**config.mk**
```make
export PLATFORM = sky130hd
export DESIGN_NAME = hls_to_rgb_converter
export DESIGN_NICKNAME = d
export VERILOG_FILES = /design/src/rtl/core/hrc_pkg.sv /design/src/rtl/core/hls_to_rgb_converter.sv
export VERILOG_INCLUDE_DIRS = /design/src /design/src/rtl/core
export SDC_FILE = /design/constraint.sdc
export NUM_CORES = 2
export LEC_CHECK = 0
export BUFFER_PORTS_ARGS = -buffer_cell sky130_fd_sc_hd__buf_2
export CORE_UTILIZATION = 55
export DETAILED_ROUTE_END_ITERATION = 10
export PLACE_DENSITY_LB_ADDON = 0.08
export SETUP_SLACK_MARGIN = 0.3
export SYNTH_ARGS = -nofsm -noshare
export SYNTH_HDL_FRONTEND = slang
export SYNTH_SLANG_ARGS = --single-unit
```
**constraint.sdc**
```tcl
create_clock -name clk -period 19.7 [get_ports clk]
set_input_delay 0.985 -clock clk [delete_from_list [all_inputs] [get_ports clk]]
set_output_delay 0.985 -clock clk [all_outputs]
set_load 0.02 [all_outputs]
```
**src/rtl/core/hls_to_rgb_converter_defines.svh**
```systemverilog
// Assertion macros shared by the converter RTL.
`ifndef HLS_TO_RGB_CONVERTER_DEFINES_SVH
`define HLS_TO_RGB_CONVERTER_DEFINES_SVH

// Same-cycle implication, sampled on clk, off during reset.
`define HRC_ASSERT_SAME(label, ante, cons, msg) \
    label: assert property (@(posedge clk) disable iff (!rst_n) (ante) |-> (cons)) \
        else $error(msg);

// Next-cycle implication, sampled on clk, off during reset.
`define HRC_ASSERT_NEXT(label, ante, cons, msg) \
    label: assert property (@(posedge clk) disable iff (!rst_n) (ante) |=> (cons)) \
        else $error(msg);

`endif

```
**src/rtl/core/hrc_pkg.sv**
```systemverilog
package hrc_pkg;

    localparam int FIELD_W   = 13;
    localparam int FRAC_BITS = 12;

    localparam logic [FIELD_W-1:0] ONE_Q  = FIELD_W'(1) << FRAC_BITS;
    localparam logic [FIELD_W-1:0] HALF_Q = FIELD_W'(1) << (FRAC_BITS - 1);

    // hue angles in 1/16 degree
    localparam logic [FIELD_W-1:0] HUE_60   = 13'd960;
    localparam logic [FIELD_W-1:0] HUE_120  = 13'd1920;
    localparam logic [FIELD_W-1:0] HUE_180  = 13'd2880;
    localparam logic [FIELD_W-1:0] HUE_240  = 13'd3840;
    localparam logic [FIELD_W-1:0] HUE_TURN = 13'd5760;
    localparam logic [FIELD_W-1:0] HUE_240_WRAP = HUE_TURN - HUE_120;

    // m2 product: lightness (13b) times up to 2.0 (14b)
    localparam int OPND_W = FIELD_W + 1;
    localparam int PROD_W = FIELD_W + OPND_W;
    localparam int M2_W   = PROD_W - FRAC_BITS;

    // ramp offset t <= 960
    localparam int T_W = 10;
    localparam logic [T_W-1:0] T_MAX = T_W'(HUE_60);

    // d*t / 960 == ((d*t) >> 6) / 15, the /15 done by reciprocal
    localparam int RAMP_P_W       = FIELD_W + T_W;
    localparam int RAMP_DIV_SHIFT = 6;
    localparam int Y_W            = 16;
    localparam int RECIP_W        = 17;
    localparam logic [RECIP_W-1:0] RECIP_15 = 17'd69906;
    localparam int RECIP_SHIFT    = 20;
    localparam int Q_PROD_W       = Y_W + RECIP_W;

    localparam int NUM_LANES = 3;
    localparam int LANE_RED   = 0;
    localparam int LANE_GREEN = 1;
    localparam int LANE_BLUE  = 2;

    typedef enum logic [1:0] {
        SEG_RAMP_UP,
        SEG_HOLD_HI,
        SEG_RAMP_DOWN,
        SEG_HOLD_LO
    } seg_t;

endpackage

```
**src/rtl/core/hls_to_rgb_converter.sv**
```systemverilog
// HLS to RGB converter, four register stages, one word in and one word out per cycle while
// the output is not stalled. An accepted word moves through the stage 0 to 3 registers and
// out_valid is the stage 3 valid bit; a stall at the output backs up stage by stage,
// and bubbles inside the pipe are squeezed out before in_ready drops.
// Reset (rst_n, asynchronous, active low) clears every stage valid bit; data regs keep no reset.
`include "hls_to_rgb_converter_defines.svh"

module hls_to_rgb_converter
    import hrc_pkg::*;
(
    input  logic               clk,
    input  logic               rst_n,

    input  logic               in_valid,
    output logic               in_ready,
    input  logic [FIELD_W-1:0] hue_sixteenths,
    input  logic [FIELD_W-1:0] lightness,
    input  logic [FIELD_W-1:0] saturation,

    output logic               out_valid,
    input  logic               out_ready,
    output logic [FIELD_W-1:0] red,
    output logic [FIELD_W-1:0] green,
    output logic [FIELD_W-1:0] blue
);

    // ------------------------------------------------------------------
    // Stage handshake: a stage loads when it is empty or its successor
    // loads in the same cycle. Valid bits move with the data.
    // ------------------------------------------------------------------
    logic v0_reg, v1_reg, v2_reg, v3_reg;
    logic adv0, adv1, adv2, adv3;

    assign adv3     = !v3_reg || out_ready;
    assign adv2     = !v2_reg || adv3;
    assign adv1     = !v1_reg || adv2;
    assign adv0     = !v0_reg || adv1;
    assign in_ready = adv0;

    always_ff @(posedge clk or negedge rst_n)
    begin
        if (!rst_n)
        begin
            v0_reg <= 1'b0;
            v1_reg <= 1'b0;
            v2_reg <= 1'b0;
            v3_reg <= 1'b0;
        end
        else
        begin
            if (adv0)
            begin
                v0_reg <= in_valid;
            end
            if (adv1)
            begin
                v1_reg <= v0_reg;
            end
            if (adv2)
            begin
                v2_reg <= v1_reg;
            end
            if (adv3)
            begin
                v3_reg <= v2_reg;
            end
        end
    end

    // ------------------------------------------------------------------
    // Stage 0: saturate L and S to 1.0, fold hue into one turn, and form
    // the single product that m2 needs: L*(1+S) for L <= 1/2, else L*S.
    // ------------------------------------------------------------------
    logic [FIELD_W-1:0] h_next, l_next, s_next;
    logic               low_next;
    logic [OPND_W-1:0]  opnd;
    logic [PROD_W-1:0]  prod_next;

    logic [FIELD_W-1:0] h_a_reg, l_a_reg, s_a_reg;
    logic               low_a_reg;
    logic [PROD_W-1:0]  prod_a_reg;

    always_comb
    begin
        h_next    = (hue_sixteenths >= HUE_TURN) ? hue_sixteenths - HUE_TURN : hue_sixteenths;
        l_next    = (lightness > ONE_Q) ? ONE_Q : lightness;
        s_next    = (saturation > ONE_Q) ? ONE_Q : saturation;
        low_next  = (l_next <= HALF_Q);
        opnd      = low_next ? (OPND_W'(s_next) + OPND_W'(ONE_Q)) : OPND_W'(s_next);
        prod_next = PROD_W'(l_next) * PROD_W'(opnd);
    end

    always_ff @(posedge clk)
    begin
        if (in_valid && adv0)
        begin
            h_a_reg    <= h_next;
            l_a_reg    <= l_next;
            s_a_reg    <= s_next;
            low_a_reg  <= low_next;
            prod_a_reg <= prod_next;
        end
    end

    // ------------------------------------------------------------------
    // Stage 1: m2, m1 and, per channel, the hue segment and ramp offset.
    // Red sits at hue+120 deg, green at hue, blue at hue-120 deg.
    // ------------------------------------------------------------------
    logic [M2_W-1:0]    prod_sh;
    logic [M2_W-1:0]    m2_raw;
    logic [FIELD_W:0]   twice_l;
    logic [FIELD_W:0]   m1_diff;
    logic [FIELD_W-1:0] m2_next, m1_next;
    logic [FIELD_W-1:0] ang [NUM_LANES];
    seg_t               seg_next [NUM_LANES];
    logic [T_W-1:0]     t_next [NUM_LANES];

    logic [FIELD_W-1:0] m1_b_reg, m2_b_reg;
    seg_t               seg_b_reg [NUM_LANES];
    logic [T_W-1:0]     t_b_reg [NUM_LANES];

    always_comb
    begin
        prod_sh = prod_a_reg[PROD_W-1:FRAC_BITS];
        if (low_a_reg)
        begin
            m2_raw = prod_sh;
        end
        else
        begin
            m2_raw = M2_W'(l_a_reg) + M2_W'(s_a_reg) - prod_sh;
        end
        m2_next = (m2_raw > M2_W'(ONE_Q)) ? ONE_Q : m2_raw[FIELD_W-1:0];

        twice_l = {l_a_reg, 1'b0};
        m1_diff = twice_l - (FIELD_W + 1)'(m2_next);
        if (twice_l <= (FIELD_W + 1)'(m2_next))
        begin
            m1_next = '0;
        end
        else if (m1_diff > (FIELD_W + 1)'(ONE_Q))
        begin
            m1_next = ONE_Q;
        end
        else
        begin
            m1_next = m1_diff[FIELD_W-1:0];
        end

        ang[LANE_RED]   = (h_a_reg >= HUE_240_WRAP) ? h_a_reg - HUE_240_WRAP
                                                    : h_a_reg + HUE_120;
        ang[LANE_GREEN] = h_a_reg;
        ang[LANE_BLUE]  = (h_a_reg >= HUE_120) ? h_a_reg - HUE_120
                                               : h_a_reg + HUE_240_WRAP;

        for (int k = 0; k < NUM_LANES; k++)
        begin
            if (ang[k] < HUE_60)
            begin
                seg_next[k] = SEG_RAMP_UP;
                t_next[k]   = ang[k][T_W-1:0];
            end
            else if (ang[k] < HUE_180)
            begin
                seg_next[k] = SEG_HOLD_HI;
                t_next[k]   = '0;
            end
            else if (ang[k] < HUE_240)
            begin
                seg_next[k] = SEG_RAMP_DOWN;
                t_next[k]   = T_W'(HUE_240 - ang[k]);
            end
            else
            begin
                seg_next[k] = SEG_HOLD_LO;
                t_next[k]   = '0;
            end
        end
    end

    always_ff @(posedge clk)
    begin
        if (v0_reg && adv1)
        begin
            m1_b_reg  <= m1_next;
            m2_b_reg  <= m2_next;
            seg_b_reg <= seg_next;
            t_b_reg   <= t_next;
        end
    end

    // ------------------------------------------------------------------
    // Stage 2: (m2-m1)*t per channel, pre-divided by 64. m2 >= m1 always,
    // so the ramp height is unsigned.
    // ------------------------------------------------------------------
    logic [FIELD_W-1:0]  d_span;
    logic [RAMP_P_W-1:0] ramp_p [NUM_LANES];
    logic [Y_W-1:0]      y_next [NUM_LANES];

    logic [FIELD_W-1:0]  m1_c_reg, m2_c_reg;
    seg_t                seg_c_reg [NUM_LANES];
    logic [Y_W-1:0]      y_c_reg [NUM_LANES];

    always_comb
    begin
        d_span = m2_b_reg - m1_b_reg;
        for (int k = 0; k < NUM_LANES; k++)
        begin
            ramp_p[k] = RAMP_P_W'(d_span) * RAMP_P_W'(t_b_reg[k]);
            y_next[k] = ramp_p[k][RAMP_DIV_SHIFT +: Y_W];
        end
    end

    always_ff @(posedge clk)
    begin
        if (v1_reg && adv2)
        begin
            m1_c_reg  <= m1_b_reg;
            m2_c_reg  <= m2_b_reg;
            seg_c_reg <= seg_b_reg;
            y_c_reg   <= y_next;
        end
    end

    // ------------------------------------------------------------------
    // Stage 3: divide by 15 through the reciprocal (exact over the whole
    // y range), pick the segment value, clamp to 1.0, register outputs.
    // ------------------------------------------------------------------
    logic [Q_PROD_W-1:0] q_prod [NUM_LANES];
    logic [FIELD_W-1:0]  q_val [NUM_LANES];
    logic [FIELD_W:0]    v_sum [NUM_LANES];
    logic [FIELD_W-1:0]  chan_next [NUM_LANES];

    logic [FIELD_W-1:0]  red_reg, green_reg, blue_reg;

    always_comb
    begin
        for (int k = 0; k < NUM_LANES; k++)
        begin
            q_prod[k] = Q_PROD_W'(y_c_reg[k]) * Q_PROD_W'(RECIP_15);
            q_val[k]  = q_prod[k][RECIP_SHIFT +: FIELD_W];
            v_sum[k]  = (FIELD_W + 1)'(m1_c_reg) + (FIELD_W + 1)'(q_val[k]);
            case (seg_c_reg[k])
                SEG_RAMP_UP, SEG_RAMP_DOWN:
                begin
                    chan_next[k] = (v_sum[k] > (FIELD_W + 1)'(ONE_Q))
                                 ? ONE_Q : v_sum[k][FIELD_W-1:0];
                end
                SEG_HOLD_HI:
                begin
                    chan_next[k] = m2_c_reg;
                end
                default:
                begin
                    chan_next[k] = m1_c_reg;
                end
            endcase
        end
    end

    always_ff @(posedge clk)
    begin
        if (v2_reg && adv3)
        begin
            red_reg   <= chan_next[LANE_RED];
            green_reg <= chan_next[LANE_GREEN];
            blue_reg  <= chan_next[LANE_BLUE];
        end
    end

    assign out_valid = v3_reg;
    assign red       = red_reg;
    assign green     = green_reg;
    assign blue      = blue_reg;

    // ------------------------------------------------------------------
    // Checks
    // ------------------------------------------------------------------
    `HRC_ASSERT_NEXT(a_accept_fills_s0, in_valid && in_ready, v0_reg, "accepted word not in stage 0")
    `HRC_ASSERT_SAME(a_m1_le_m2, v1_reg, m1_b_reg <= m2_b_reg, "m1 above m2")
    `HRC_ASSERT_SAME(a_ramp_span, v1_reg, (t_b_reg[LANE_RED] <= T_MAX) && (t_b_reg[LANE_GREEN] <= T_MAX) && (t_b_reg[LANE_BLUE] <= T_MAX), "ramp offset past 60 deg")
    `HRC_ASSERT_SAME(a_out_range, out_valid, (red <= ONE_Q) && (green <= ONE_Q) && (blue <= ONE_Q), "channel above 1.0")

endmodule

```
==> impl_results.md <==
- Drt first pass iters: 5
- Max reg flops: 48
- Core Region: 67280 µm²
- Critical path's most frequent cell: fa_1
- Drt drc: 0
- Worst skew pair latency: approximately 0.57 ns
- Unique masters post-synth: 94
- Min Hold Slack: just over 0.2 ns
- Final Hold Fails: 0
- Min cycle time layout: 8.384 ns
- Critical path's slowest cell: fa_1
- Setup skew after layout: 0.01836 ns
- RSZ-0062 raised after global routing: no
- Max incr delay on CP: roughly 0.55 ns
- GRT Total Usage: 0.2546
- Area of the multi-input gates: 27420 µm²
- Seq. cell area: 7187 µm²
- Yosys synthesis warning count: 0
- Period utilisation layout: 0.4256
- Post-synthesis net count: about 5000
- Maximum root-to-sink buffer count: 3
- Top FF cell, synth: edfxtp_1
- TNS Setup: 0 ns
- Post-CTS setup buffer count: 0
- Most common cell after layout, fill and taps aside: inv_1
- Design area: 39640 µm²
- Ant diodes: 0
- Num CTS Buffers: 28
- Fill cells: between 5000 and 6000
- Placed Area: 38760 µm²
- Die Span Y: approximately 260 µm
- Commonest cells after routing, fill and taps aside: inv_1 (645), ha_1 (612), fa_1 (458)
- Maxcap violations: 0
- Slew headroom: 0.2364
- CTS clk-pin slew, worst paths: around 0.07 ns
- Post-synth ARST share: 0.01667
- # clock sinks: 240
- #FFs+latches synth: 240
- Worst path arrival time: 8.69 ns
- Initial DRC Count: 1431
- Critical Path Start Type: register
- DRT Wirelength: 85810 µm
- Number of synthesized flops with an enable pin: 236
- Final HPWL DP: 69380 µm
- Worst-margin pin slew: 1.145 ns
- Hold WC Path Type: in -> async
- Final setup fails: 0
- Port buffer count: 83
- Vias post-DR: between 20000 and 30000
- Pin count of the biggest net entering global routing: 63
- Total gr overflow: 0
- Area of the die: 69210 µm²
- Sequential share of the synthesized area: 0.1917
- Wire length per cell: 17.93 µm
- First-pass GRT wire length: 140600 µm
- Post-Syn Area: 37490 µm²
- Antenna Nets Post-Route: 0
- Post-Place Setup Slack: ~11 ns
- Area Overhead vs Synth: 5.754%
- Clk root buf: clkbuf_16
- Number of global-route vias before repair: 26560
- Setup WS post-layout: 11.32 ns
- GPL Wtd Cong: 0.8926
- Standard-cell rows: 95
- Ports placed on the boundary: 84
- Worst-path fanout max: 30
- Initial Utilization: 0.5572
- Max Slew Vio Count: 0
- Achievable Freq: 119.3 MHz
- CTS resizes: 0
- # nets final: 5004
- Layout cells sized above 1: 0.06517
- Initial antenna violation count: 3
- Critical path type: reg -> reg
- Via/cell ratio: 5.445
- Status: completed
- Post-CTS Hold Fix Bufs: 0
- CP endpoint kind: register
- H-tree Lvls: 1
- Req. time, crit path: roughly 20 ns
- Avg Cell Area, Syn: 9.664 µm²
- TritonCTS clock tree: yes
- Die span in x: 263.1 µm
- Post-Syn Instances: 3879
## final cells by class
cell class | instances | share of cell area
Tap cell | 873 | 0.02755
Multi-Input combinational cell | 2859 | 0.6917
Inverter | 655 | 0.06202
Timing Repair Buffer | 107 | 0.01502
Sequential cell | 240 | 0.1813
Clock inverter | 23 | 0.004639
Clock buffer | 29 | 0.01777
## critical path: cells and delay by family, from the launching register on
kind	cells	cell delay, ns
compound gates	12	2.54
xor+xnor	2	0.53
fa+ha+maj	8	3.40
buf+inv	6	0.66
flops	1	0.42
simple gates	5	0.56
## Yosys cell counts, types with 14 or more instances
cell type    n  share of area
a211oi_1    15         0.0030
o21ai_0     83          0.011
fa_1       458           0.24
nand2_1    427          0.043
or3_1       14         0.0023
o211ai_1    15         0.0030
ha_1       612           0.20
xnor2_1     98          0.023
a31oi_1     18         0.0030
mux2i_1     14         0.0037
inv_1      645          0.065
a22o_1      28         0.0065
nor2_1     220          0.022
and3_1      40         0.0067
a21oi_1    106          0.014
nor3_1      49         0.0065
clkbuf_1   112          0.011
xor2_1      61          0.014
mux2_2      39          0.012
o21a_1      29         0.0058
edfxtp_1   236           0.19
nor2b_1     48         0.0080
nand3_1     52         0.0069
and2_1     167          0.028
a21o_1      55          0.011
nand2b_1    47         0.0078
## metrics by stage
step,cells,util
2_1_floorplan,3879,-
3_3_place_gp,4734,0.5761
3_5_place_dp,4734,0.5761
4_1_cts,4786,0.5893
5_1_grt,4786,0.5893
6_report,4786,0.5893
## path summary, 6_finish.rpt
path / start / to / slack, ns / depth (start not counted)
worst min-delay path: rst_n / v2_reg / 0.20 / 1
worst max register to register: m2_b_reg[0] / y_c_reg[31] / 11.32 / 33
min in group clk: seg_b_reg[1] / seg_c_reg[1] / 0.42 / 0
max in group asynchronous: rst_n / v1_reg / 19.37 / 1
worst max-delay path: m2_b_reg[0] / y_c_reg[31] / 11.32 / 33
worst min register to register: seg_b_reg[1] / seg_c_reg[1] / 0.42 / 0
## metal layers
layer / up-vias / routed length, µm / GRT usage / share of wire
li1: 12740 / - / - / -
met1: 12650 / 40880 / 0.3646 / 0.48
met2: 578 / 38740 / 0.4125 / 0.45
met3: 93 / 4444 / 0.03433 / 0.052
met4: 0 / 1755 / 0.05421 / 0.020
met5: - / 0 / 0 / 0
## cell families after synthesis
family | share of synthesized area
mux | 0.01575
xor+xnor | 0.03835
flops | 0.1917
fa+ha+maj | 0.4488
compound gates | 0.08418
buf+inv | 0.07880
simple gates | 0.1424
Power is not shown: default switching activity piles up to over one toggle a cycle in this logic, so the estimate is an artifact.
